==> src/hdl/srd_pkg.sv <==
// ----------------------------------------------------------------------------
// srd_pkg
// Types and constants shared by the scan range delete-subtract block.
// ----------------------------------------------------------------------------
package srd_pkg;

	localparam int unsigned DATA_W  = 64;
	localparam int unsigned TDATA_W = 4 * DATA_W;
	localparam int unsigned ADDR_W  = 5;

	localparam logic signed [DATA_W-1:0] TS_MIN  = {1'b1, {(DATA_W-1){1'b0}}};
	localparam logic signed [DATA_W-1:0] TS_MAX  = {1'b0, {(DATA_W-1){1'b1}}};
	localparam logic        [DATA_W-1:0] SEQ_MAX = {DATA_W{1'b1}};

	// piece kinds, bit positions in the piece mask, in emit order
	localparam int unsigned K_PASS  = 0;
	localparam int unsigned K_LOWER = 1;
	localparam int unsigned K_UPPER = 2;
	localparam int unsigned K_MID   = 3;
	localparam int unsigned K_FRONT = 4;
	localparam int unsigned K_BACK  = 5;
	localparam int unsigned NUM_KINDS = 6;

	typedef logic [NUM_KINDS-1:0] srd_mask_t;

	typedef enum logic [1:0] {
		REG_DEL_TS_BEGIN  = 2'd0,
		REG_DEL_TS_END    = 2'd1,
		REG_DEL_SEQ_BEGIN = 2'd2,
		REG_DEL_SEQ_END   = 2'd3
	} srd_reg_t;

	typedef struct packed {
		logic signed [DATA_W-1:0] ts_begin;
		logic signed [DATA_W-1:0] ts_end;
		logic        [DATA_W-1:0] seq_begin;
		logic        [DATA_W-1:0] seq_end;
	} srd_cfg_t;

	// all candidate pieces of one scan, selected by mask
	typedef struct packed {
		srd_mask_t                mask;
		logic signed [DATA_W-1:0] tb;
		logic signed [DATA_W-1:0] te;
		logic signed [DATA_W-1:0] cb;
		logic signed [DATA_W-1:0] ce;
		logic signed [DATA_W-1:0] front_end;
		logic signed [DATA_W-1:0] back_begin;
		logic        [DATA_W-1:0] sb;
		logic        [DATA_W-1:0] se;
		logic        [DATA_W-1:0] lo;
		logic        [DATA_W-1:0] hi;
	} srd_pieces_t;

endpackage

==> src/hdl/scan_range_delete_subtract_core.sv <==
// ----------------------------------------------------------------------------
// scan_range_delete_subtract_core
// Subtracts a configured delete rectangle from each scan rectangle.
// ----------------------------------------------------------------------------
// Usage:
//   The delete rectangle is set over the APB port (64-bit registers at byte
//   addresses 0, 8, 16, 24: ts begin, ts end, seq begin, seq end); the user
//   must write it only while the block is idle, which it does not enforce.
//   Each scan request enters on the s_ stream and yields zero to four result
//   requests on the m_ stream, m_tlast on the final one. A scan that yields
//   nothing produces no output beat.
// Each result passes the input register, then the result buffer.
// Throughput: the result buffer drains one piece per cycle while m_tready is
//   high, and the next scan is loaded in the cycle its last piece is taken.
// Reset: clears the delete rectangle to zero and drops any pending scan.
// Stall: while m_tready is low the result holds; one further scan waits in
//   the input register and s_tready then drops.
// ----------------------------------------------------------------------------
module scan_range_delete_subtract_core (
	input  logic         clk,
	input  logic         arst_n,
	input  logic         s_tvalid,
	output logic         s_tready,
	// [63:0] scan_ts_begin, [127:64] scan_ts_end,
	// [191:128] scan_seq_begin, [255:192] scan_seq_end
	input  logic [255:0] s_tdata,
	output logic         m_tvalid,
	input  logic         m_tready,
	// [63:0] out_ts_begin, [127:64] out_ts_end,
	// [191:128] out_seq_begin, [255:192] out_seq_end
	output logic [255:0] m_tdata,
	output logic         m_tlast,
	input  logic         psel,
	input  logic         penable,
	input  logic         pwrite,
	input  logic [4:0]   paddr,
	input  logic [63:0]  pwdata,
	output logic [63:0]  prdata,
	output logic         pready
);
	import srd_pkg::*;

	srd_cfg_t    cfg;
	srd_pieces_t pieces;
	logic        pieces_valid;
	logic        take;

	srd_regs u_regs (
		.clk     (clk),
		.arst_n  (arst_n),
		.psel    (psel),
		.penable (penable),
		.pwrite  (pwrite),
		.paddr   (paddr),
		.pwdata  (pwdata),
		.prdata  (prdata),
		.pready  (pready),
		.cfg     (cfg)
	);

	srd_split u_split (
		.clk          (clk),
		.arst_n       (arst_n),
		.s_tvalid     (s_tvalid),
		.s_tready     (s_tready),
		.s_tdata      (s_tdata),
		.cfg          (cfg),
		.take         (take),
		.pieces_valid (pieces_valid),
		.pieces       (pieces)
	);

	srd_emit u_emit (
		.clk          (clk),
		.arst_n       (arst_n),
		.pieces_valid (pieces_valid),
		.pieces       (pieces),
		.take         (take),
		.m_tvalid     (m_tvalid),
		.m_tready     (m_tready),
		.m_tdata      (m_tdata),
		.m_tlast      (m_tlast)
	);

	a_piece_count: assert property (@(posedge clk) disable iff (!arst_n)
		pieces_valid |-> $countones(pieces.mask) <= 4)
		else $error("more than four pieces for one scan");

	a_pass_alone: assert property (@(posedge clk) disable iff (!arst_n)
		(pieces_valid && pieces.mask[K_PASS]) |-> $onehot(pieces.mask))
		else $error("pass-through piece combined with split pieces");

	a_no_overwrite: assert property (@(posedge clk) disable iff (!arst_n)
		take |-> (!m_tvalid || (m_tready && m_tlast)))
		else $error("result buffer reloaded with pieces pending");

	a_run_continues: assert property (@(posedge clk) disable iff (!arst_n)
		(m_tvalid && m_tready && !m_tlast) |=> m_tvalid)
		else $error("result run ended without last marker");

endmodule

==> src/hdl/srd_regs.sv <==
// ----------------------------------------------------------------------------
// srd_regs
// APB register file holding the delete rectangle.
// ----------------------------------------------------------------------------
module srd_regs (
	input  logic                           clk,
	input  logic                           arst_n,
	input  logic                           psel,
	input  logic                           penable,
	input  logic                           pwrite,
	input  logic [srd_pkg::ADDR_W-1:0]     paddr,
	input  logic [srd_pkg::DATA_W-1:0]     pwdata,
	output logic [srd_pkg::DATA_W-1:0]     prdata,
	output logic                           pready,
	output srd_pkg::srd_cfg_t              cfg
);
	import srd_pkg::*;

	srd_cfg_t cfg_q;
	srd_reg_t idx;
	logic     wr_en;

	assign pready = 1'b1;
	assign idx    = srd_reg_t'(paddr[ADDR_W-1:3]);
	assign wr_en  = psel && penable && pwrite && pready;
	assign cfg    = cfg_q;

	always_ff @(posedge clk or negedge arst_n) begin
		if (!arst_n) begin
			cfg_q <= '0;
		end else if (wr_en) begin
			case (idx)
				REG_DEL_TS_BEGIN:  cfg_q.ts_begin  <= pwdata;
				REG_DEL_TS_END:    cfg_q.ts_end    <= pwdata;
				REG_DEL_SEQ_BEGIN: cfg_q.seq_begin <= pwdata;
				REG_DEL_SEQ_END:   cfg_q.seq_end   <= pwdata;
				default:           cfg_q           <= cfg_q;
			endcase
		end
	end

	always_comb begin
		case (idx)
			REG_DEL_TS_BEGIN:  prdata = cfg_q.ts_begin;
			REG_DEL_TS_END:    prdata = cfg_q.ts_end;
			REG_DEL_SEQ_BEGIN: prdata = cfg_q.seq_begin;
			REG_DEL_SEQ_END:   prdata = cfg_q.seq_end;
			default:           prdata = '0;
		endcase
	end

endmodule

==> src/hdl/srd_split.sv <==
// ----------------------------------------------------------------------------
// srd_split
// Input register and piece selection: one scan rectangle becomes a mask of
// remaining pieces plus the bounds they are built from.
// ----------------------------------------------------------------------------
module srd_split (
	input  logic                           clk,
	input  logic                           arst_n,
	input  logic                           s_tvalid,
	output logic                           s_tready,
	input  logic [srd_pkg::TDATA_W-1:0]    s_tdata,
	input  srd_pkg::srd_cfg_t              cfg,
	input  logic                           take,
	output logic                           pieces_valid,
	output srd_pkg::srd_pieces_t           pieces
);
	import srd_pkg::*;

	logic                     valid_s1;
	logic signed [DATA_W-1:0] tb_s1, te_s1;
	logic        [DATA_W-1:0] sb_s1, se_s1;

	logic miss, encl, lower, upper, mid, front, back;
	logic signed [DATA_W-1:0] cb, ce;
	logic        [DATA_W-1:0] lo, hi;

	assign s_tready = !valid_s1 || take;

	always_ff @(posedge clk or negedge arst_n) begin
		if (!arst_n) begin
			valid_s1 <= 1'b0;
		end else if (s_tready) begin
			valid_s1 <= s_tvalid;
		end
	end

	always_ff @(posedge clk) begin
		if (s_tready && s_tvalid) begin
			tb_s1 <= s_tdata[DATA_W-1:0];
			te_s1 <= s_tdata[2*DATA_W-1:DATA_W];
			sb_s1 <= s_tdata[3*DATA_W-1:2*DATA_W];
			se_s1 <= s_tdata[4*DATA_W-1:3*DATA_W];
		end
	end

	always_comb begin
		miss  = (te_s1 < cfg.ts_begin) || (tb_s1 > cfg.ts_end);
		cb    = (tb_s1 > cfg.ts_begin) ? tb_s1 : cfg.ts_begin;
		ce    = (te_s1 < cfg.ts_end) ? te_s1 : cfg.ts_end;
		lo    = (cfg.seq_begin == '0) ? '0 : cfg.seq_begin - 1'b1;
		hi    = (cfg.seq_end == SEQ_MAX) ? SEQ_MAX : cfg.seq_end + 1'b1;
		encl  = (sb_s1 <= cfg.seq_begin) && (cfg.seq_end <= se_s1);
		if (encl) begin
			lower = sb_s1 < cfg.seq_begin;
			upper = se_s1 > cfg.seq_end;
			mid   = 1'b0;
		end else begin
			lower = (sb_s1 <= cfg.seq_begin) && (cfg.seq_begin <= se_s1) && (sb_s1 <= lo);
			upper = (sb_s1 <= cfg.seq_end) && (cfg.seq_end <= se_s1) && (hi <= se_s1);
			mid   = (cfg.seq_end < sb_s1) || (cfg.seq_begin > se_s1);
		end
		// front/back pieces exist only when the overlap edge is the delete edge
		front = cb > tb_s1;
		back  = ce < te_s1;

		pieces.mask           = '0;
		pieces.mask[K_PASS]   = miss;
		pieces.mask[K_LOWER]  = !miss && lower;
		pieces.mask[K_UPPER]  = !miss && upper;
		pieces.mask[K_MID]    = !miss && mid;
		pieces.mask[K_FRONT]  = !miss && front;
		pieces.mask[K_BACK]   = !miss && back;
		pieces.tb             = tb_s1;
		pieces.te             = te_s1;
		pieces.cb             = cb;
		pieces.ce             = ce;
		pieces.front_end      = (cb == TS_MIN) ? TS_MIN : cb - 1'b1;
		pieces.back_begin     = (ce == TS_MAX) ? TS_MAX : ce + 1'b1;
		pieces.sb             = sb_s1;
		pieces.se             = se_s1;
		pieces.lo             = lo;
		pieces.hi             = hi;
	end

	assign pieces_valid = valid_s1;

endmodule

==> src/hdl/srd_emit.sv <==
// ----------------------------------------------------------------------------
// srd_emit
// Result buffer and sequencer: sends the pieces of one scan, lowest mask bit
// first, one per cycle while m_tready is high, marking the final one.
// ----------------------------------------------------------------------------
module srd_emit (
	input  logic                           clk,
	input  logic                           arst_n,
	input  logic                           pieces_valid,
	input  srd_pkg::srd_pieces_t           pieces,
	output logic                           take,
	output logic                           m_tvalid,
	input  logic                           m_tready,
	output logic [srd_pkg::TDATA_W-1:0]    m_tdata,
	output logic                           m_tlast
);
	import srd_pkg::*;

	srd_pieces_t buf_q;
	srd_mask_t   mask_q;
	logic        fire;
	logic        buf_free;
	logic signed [DATA_W-1:0] o_tb, o_te;
	logic        [DATA_W-1:0] o_sb, o_se;

	assign m_tvalid = mask_q != '0;
	assign m_tlast  = (mask_q & (mask_q - 1'b1)) == '0;
	assign fire     = m_tvalid && m_tready;
	assign buf_free = !m_tvalid || (fire && m_tlast);
	assign take     = buf_free && pieces_valid;

	always_ff @(posedge clk or negedge arst_n) begin
		if (!arst_n) begin
			mask_q <= '0;
		end else if (take) begin
			mask_q <= pieces.mask;
		end else if (fire) begin
			mask_q <= mask_q & (mask_q - 1'b1);
		end
	end

	always_ff @(posedge clk) begin
		if (take) begin
			buf_q <= pieces;
		end
	end

	always_comb begin
		o_tb = buf_q.cb;
		o_te = buf_q.ce;
		o_sb = buf_q.sb;
		o_se = buf_q.se;
		if (mask_q[K_PASS]) begin
			o_tb = buf_q.tb;
			o_te = buf_q.te;
		end else if (mask_q[K_LOWER]) begin
			o_se = buf_q.lo;
		end else if (mask_q[K_UPPER]) begin
			o_sb = buf_q.hi;
		end else if (mask_q[K_MID]) begin
			o_tb = buf_q.cb;
		end else if (mask_q[K_FRONT]) begin
			o_tb = buf_q.tb;
			o_te = buf_q.front_end;
		end else begin
			o_tb = buf_q.back_begin;
			o_te = buf_q.te;
		end
	end

	assign m_tdata = {o_se, o_sb, o_te, o_tb};

endmodule
==> config.mk <==
export PLATFORM = sky130hd
export DESIGN_NAME = scan_range_delete_subtract_core
export DESIGN_NICKNAME = d
export VERILOG_FILES = /design/src/hdl/srd_pkg.sv /design/src/hdl/scan_range_delete_subtract_core.sv /design/src/hdl/srd_regs.sv /design/src/hdl/srd_split.sv /design/src/hdl/srd_emit.sv
export SDC_FILE = /design/constraint.sdc
export NUM_CORES = 2
export LEC_CHECK = 0
export BUFFER_PORTS_ARGS = -buffer_cell sky130_fd_sc_hd__buf_4
export CAP_MARGIN = 5
export CORE_MARGIN = 4
export CORE_UTILIZATION = 35
export DETAILED_ROUTE_END_ITERATION = 6
export PLACE_DENSITY_LB_ADDON = 0.25
export RECOVER_POWER = 25
export SYNTH_ARGS = -nofsm -noshare
export SYNTH_HDL_FRONTEND = slang
export SYNTH_SLANG_ARGS = --single-unit
==> constraint.sdc <==
create_clock -name clk -period 62.7 [get_ports clk]
set_input_delay 12.54 -clock clk [delete_from_list [all_inputs] [get_ports clk]]
set_output_delay 12.54 -clock clk [all_outputs]
set_load 0.005 [all_outputs]
* After elaboration in Yosys (flattened, before gate mapping)
Index checks and enable logic that the tools add are counted.
** Storage, ports and cells
- Logic and storage cells :: 105
- Flip-flop bits (word level) :: 1159
- Output and inout port bits :: 324
- Input bits :: 332
** Cells by class
- Mux-type cells :: 25
- Reductions and logical operators :: 32
- Magnitude comparators :: 16
- Add/sub/neg operators :: 5
- Bitwise operators :: 1
- Eq/ne operators :: 6
** Operators with widths (number)
- $mux 64 :: 19
- $le 64x64->1 :: 6
- $gt 64x64->1 :: 5
- $lt 64x64->1 :: 5
- $pmux 64 s4 :: 1
- $eq 64x64->1 const B :: 3
- $add 64x1->64 const B :: 2
- $sub 64x1->64 const B :: 2
- $logic_not 64->1 :: 1
- $logic_and 1x1->1 :: 16
- $mux 6 :: 2
- $reduce_and 2->1 :: 4
- $and 6x6->6 :: 1
- $logic_not 6->1 :: 1
- $reduce_bool 6->1 :: 1
- $sub 6x1->6 const B :: 1
- $eq 2x2->1 const B :: 2
- $logic_or 1x1->1 :: 4
- $logic_not 1->1 :: 3
- $mux 1 :: 3
- $eq 2x1->1 const B :: 1
- $logic_not 2->1 :: 1
- $reduce_bool 2->1 :: 1

* Logic depth before layout (Yosys ltp)
- Word-level depth :: 8
- Gate-level depth with buffers :: 28
- Gate-level depth less buffers :: 24

* Modules after synthesis
A second synthesis with hierarchy kept.
** Unflattened totals
- Cells, all modules :: 6280
- Area total of the unflattened synthesis :: 70944.3 sq um
** By module, submodules not included
- srd_split :: area an instance 36022.0 sq um, times used 1, cells an instance 4433, seq. area each 7712.4 sq um
- srd_emit :: area an instance 23622.7 sq um, times used 1, cells an instance 1221, seq. area each 19368.6 sq um
- srd_regs :: area an instance 11299.6 sq um, times used 1, cells an instance 626, seq. area each 6406.1 sq um

* Worst setup path after synthesis
Ideal clock, no wire load.
- Path type :: input to register
- Start point :: in m_tready
- End point :: reg u_emit.mask_q[4]
- Arrival time :: 43.386 ns
- Cell stages on the path :: 5
- Data required time :: 62.605 ns
- Path buffers :: 0
- Slack :: 19.218 ns
- Library setup time :: 0.095 ns
- Cells stage by stage :: a21oi_1 > nor2b_1 > and2_1 > inv_1 > o31ai_1
** Between the ends
- Longest elaborated chain between the ends :: 5
- Elaborated cells between the ends (all ways) :: 6
- Classes of those cells :: mux: 1; reduce/logical: 5
** RTL lines
- from (decl) :: RTL line scan_range_delete_subtract_core.sv:28 : input logic m_tready,
- $logic_and 1x1->1 * :: RTL line srd_emit.sv:28 : assign fire = m_tvalid && m_tready;
- $logic_and 1x1->1 * :: RTL line srd_emit.sv:29 : assign buf_free = !m_tvalid || (fire && m_tlast);
- $logic_or 1x1->1 * :: RTL line srd_emit.sv:29
- $logic_and 1x1->1 * :: RTL line srd_emit.sv:30 : assign take = buf_free && pieces_valid;
- via take :: RTL line scan_range_delete_subtract_core.sv:46 : logic take;
- $mux 6 / $reduce_bool 2->1 (equally long branches)
- to (signal assigned) :: RTL line srd_emit.sv:36 : mask_q <= pieces.mask;
- to (signal assigned) :: RTL line srd_emit.sv:38 : mask_q <= mask_q & (mask_q - 1'b1);
- to (decl) :: RTL line srd_emit.sv:20 : srd_mask_t mask_q;
Mark *: on every way through the listed nets, which the timed path passes. The rest lies on a longest branch.
A chain may end at the register's enable or synchronous reset.

* Final worst setup path
- Start point :: in paddr[3]
- End point :: out prdata[32]
** Between the ends
- Longest elaborated chain between the ends :: 2
- Elaborated cells between the ends (all ways) :: 5
- Classes of those cells :: eq/ne: 3; mux: 1; reduce/logical: 1
** RTL lines
- from (decl) :: RTL line scan_range_delete_subtract_core.sv:36 : input logic [4:0] paddr,
- $eq 2x2->1 (tied with other cells) :: RTL line srd_regs.sv:43 : case (idx)
- $pmux 64 s4 * :: RTL line srd_regs.sv:43
- to (decl) :: RTL line scan_range_delete_subtract_core.sv:38 : output logic [63:0] prdata,
Mark *: on every way between the ends. The rest lies on a longest branch, timed or not.

==> results.ini <==
[worst_setup_path]
crit_type = in2out
crit_fanout = 43
cp.arrival_ps = 14540
r2r_setup_slack_ps = 46850
worst_setup_path_end_kind = output pin
start_kind = input pin
required_ps = 50160
worstReg2RegStart = u_split.tb_s1[14]$_DFFE_PP_
critical_path.startpoint = paddr[3]

[clock_tree]
ctsResizeCount = 0
cts.sinks = 1159
hold_buffers = 0
postCtsSetupBuffers = 0
clkLatencyLatePin_ps = 830
cts_buffers = 140
cts_tree = yes
clk_pin_slew_ps = 60
cts-root-buf = clkbuf_16
cts_buffer_depth = 3
h-tree-depth = 4

[logic_synthesis]
synth_area_mm2 = 0.06946
synth-seq-area-share_pct = 48.21
synth_most_common_cell = edfxtp_1
syn_area_per_cell_um2 = 10.94
synthAdderAreaFrac_pct = 13.87
muxShareOfSynthArea_pct = 7.659
yosys_warnings = 0
synth_top_family_by_area = adder cells
yosys-top-cells-area = edfxtp_1 39%, ha_1 14%, dfrtp_1 9.5%
synth-edff-count = 896
yosysUniqueCellTypes = 82
synth-seq-cells = 1159
synthXorXnorAreaFrac_pct = 2.610
synthSimpleGateAreaFrac_pct = 12.51
yosysTopAreaCellShare_pct = 38.74
synth-async-reset-ratio_pct = 22.69
yosysTopAreaCell = edfxtp_1
synthesis.nets = 7448
syn_inst = 6347
synth_compound_area_share_pct = 11.05
ys.flop_type = edfxtp_1
yosys-top-cells-count = 896 x edfxtp_1, 769 x ha_1, 674 x nand2_1

[finish]
final_area_mm2 = 0.08183
multiInputGateArea_mm2 = 0.03324
utilization_pct = 41.45
final_layout_size_suffix_gt1_share_pct = 18.55
fill_cells = 19260
layout.nets = 8096
area_delta_synth_final_pct = 17.81
register_area_mm2 = 0.03349
final_cells = 9761

[drt]
dr.max_layer_used = met4
drtIter0Drc = 5546
post_drt_wl_per_cell_um = 28.67
drt_wl_total_um = 279800
drc_errors = 0
num_vias = 54410
drt-pass1-iter-count = 6
wl_met1_um = 130100
dr_wl_met2_um = 119100
ant_nets = 0
route.met3.wl_um = 16250
via_per_inst = 5.574

[power_and_ir_drop]
total_power_mw = 4.213
powerDensity_mw_per_mm2 = 51.49
irDropWorstVdd_mv = 0.04365
p_leak_nw = 34.51

[grt]
grt_pass1_vias = 53070
grt_usage_pct = 26.40
antenna_found_initial = 32
grt_pass1_wl_um = 390000
grt_max_degree = 171
grt_overflow = 0

[sta]
fin_hold_ws_ps = 447.9
hold_violations = 0
fin_crit_ps = 27080
rsz0062_at_grt = false
final.period_utilization_pct = 43.20
skew_ps = 47.98
setup_slack_ps = 35620
fin_setup_tns_ps = 0
maxSlewHeadroom_pct = -320.9
worst_pin_slew_ps = 6314
maxSlewViolCount = 664
setup_viol = 0
fmax_mhz = 36.92

[outcome]
status = finished, violations left
violations = capacitance limit, slew limit

[floorplan]
ios = 656
die_x_um = 453.5
core-area_mm2 = 0.1974
die_area_mm2 = 0.2056
die_y_um = 453.5
num_rows = 163
start_util_pct = 35.18

[placement]
place_ws_ps = 35560
dp_hpwl_um = 222300
port_buffers = 651
gp_congestion = 0.9645
place_area_mm2 = 0.07748
dp_cells = 9493

[job]
cap_violations = 10

[min_path]
hp-start = u_split.se_s1[57]$_DFFE_PP_
worstHoldPathType = reg2reg

==> per-layer routing <==
metal	up-vias	track usage [%]
li1	24840	-
met1	27090	38.61
met2	2047	38.92
met3	432	3.208
met4	0	12.20
met5	-	0
==> where the power goes <==
part,switching (mW),internal (mW),total (mW)
clock network,0.341,0.456,0.797
logic,1.16,0.725,1.88
registers,0.268,1.26,1.53
total,1.77,2.45,4.21
==> worst paths after layout <==
| check | cells after the start | endpoint |
|---|---|---|
| max in group asynchronous | 3 | u_regs.cfg[206]$_DFFE_PN0P_ |
| setup / recovery | 4 | prdata[32] |
| setup reg to reg | 21 | u_emit.buf_q[326]$_SDFFCE_PN0P_ |
| min in group asynchronous | 1 | u_regs.cfg[121]$_DFFE_PN0P_ |
| hold reg to reg | 0 | u_emit.buf_q[185]$_DFFE_PP_ |
| hold / removal | 0 | u_emit.buf_q[185]$_DFFE_PP_ |
==> worst max-delay path, cell delays in order <==
cell	delay, ps
buf_4	330
buf_4	700
mux4_2	730
buf_4	190
==> layout make-up <==
cell class | instances | area share [%]
antenna | 16 | 0.04893
clock buffer | 198 | 4.748
clock inverter | 54 | 0.6544
inverter | 544 | 2.495
multi-input combinational | 4440 | 40.62
sequential | 1159 | 40.93
tap | 2640 | 4.037
timing repair buffer | 710 | 6.465
==> kinds of logic (layout without fill, tap and decap cells) <==
logic type	after synthesis	count (layout)
buffers and inverters	748	1506
xor gates and xnor gates	207	207
adders and majority gates	770	770
and+or+nand+nor	1784	1784
DFF	1159	1159
other	1	17
AOI/OAI and AO/OA	1261	1261
muxes	417	417
==> state kept, by name, summed over array words and instances (netlist names) <==
signal	count
u_emit.mask_q	6
u_split.pieces_valid	1
u_split.te_s1	64
u_split.se_s1	64
u_regs.cfg	256
u_split.sb_s1	64
u_split.tb_s1	64
u_emit.buf_q	640
==> layout by cell type (no fill, tap or decap), types with 15 or more instances in the layout <==
| cell type | Yosys | routed |
|---|---|---|
| nand4_1 | 194 | 194 |
| a21oi_1 | 233 | 233 |
| clkbuf_4 | 0 | 20 |
| nand2_1 | 674 | 671 |
| mux2i_1 | 77 | 76 |
| nand2b_1 | 18 | 18 |
| nor2b_1 | 52 | 49 |
| o31ai_1 | 15 | 15 |
| dfrtp_1 | 263 | 262 |
| and3_1 | 46 | 46 |
| a21o_1 | 176 | 176 |
| inv_1 | 544 | 544 |
| nor4_1 | 85 | 84 |
| clkbuf_1 | 174 | 61 |
| xor2_1 | 55 | 55 |
| mux2_2 | 276 | 274 |
| or2_2 | 56 | 56 |
| nor3_1 | 116 | 116 |
| and4_1 | 21 | 21 |
| xnor2_1 | 152 | 152 |
| edfxtp_1 | 896 | 896 |
| o211ai_1 | 22 | 22 |
| o21ai_0 | 516 | 517 |
| diode_2 | 0 | 16 |
| ha_1 | 769 | 769 |
| nor2_1 | 266 | 262 |
| buf_4 | 1 | 672 |
| a22oi_1 | 128 | 128 |
| a211oi_1 | 30 | 30 |
| clkbuf_16 | 0 | 143 |
| mux4_2 | 64 | 64 |
| a31oi_1 | 17 | 17 |
| o21a_1 | 25 | 25 |
| nand3_1 | 164 | 163 |
| or3_1 | 23 | 22 |
Power figures use the tool's default switching activity.
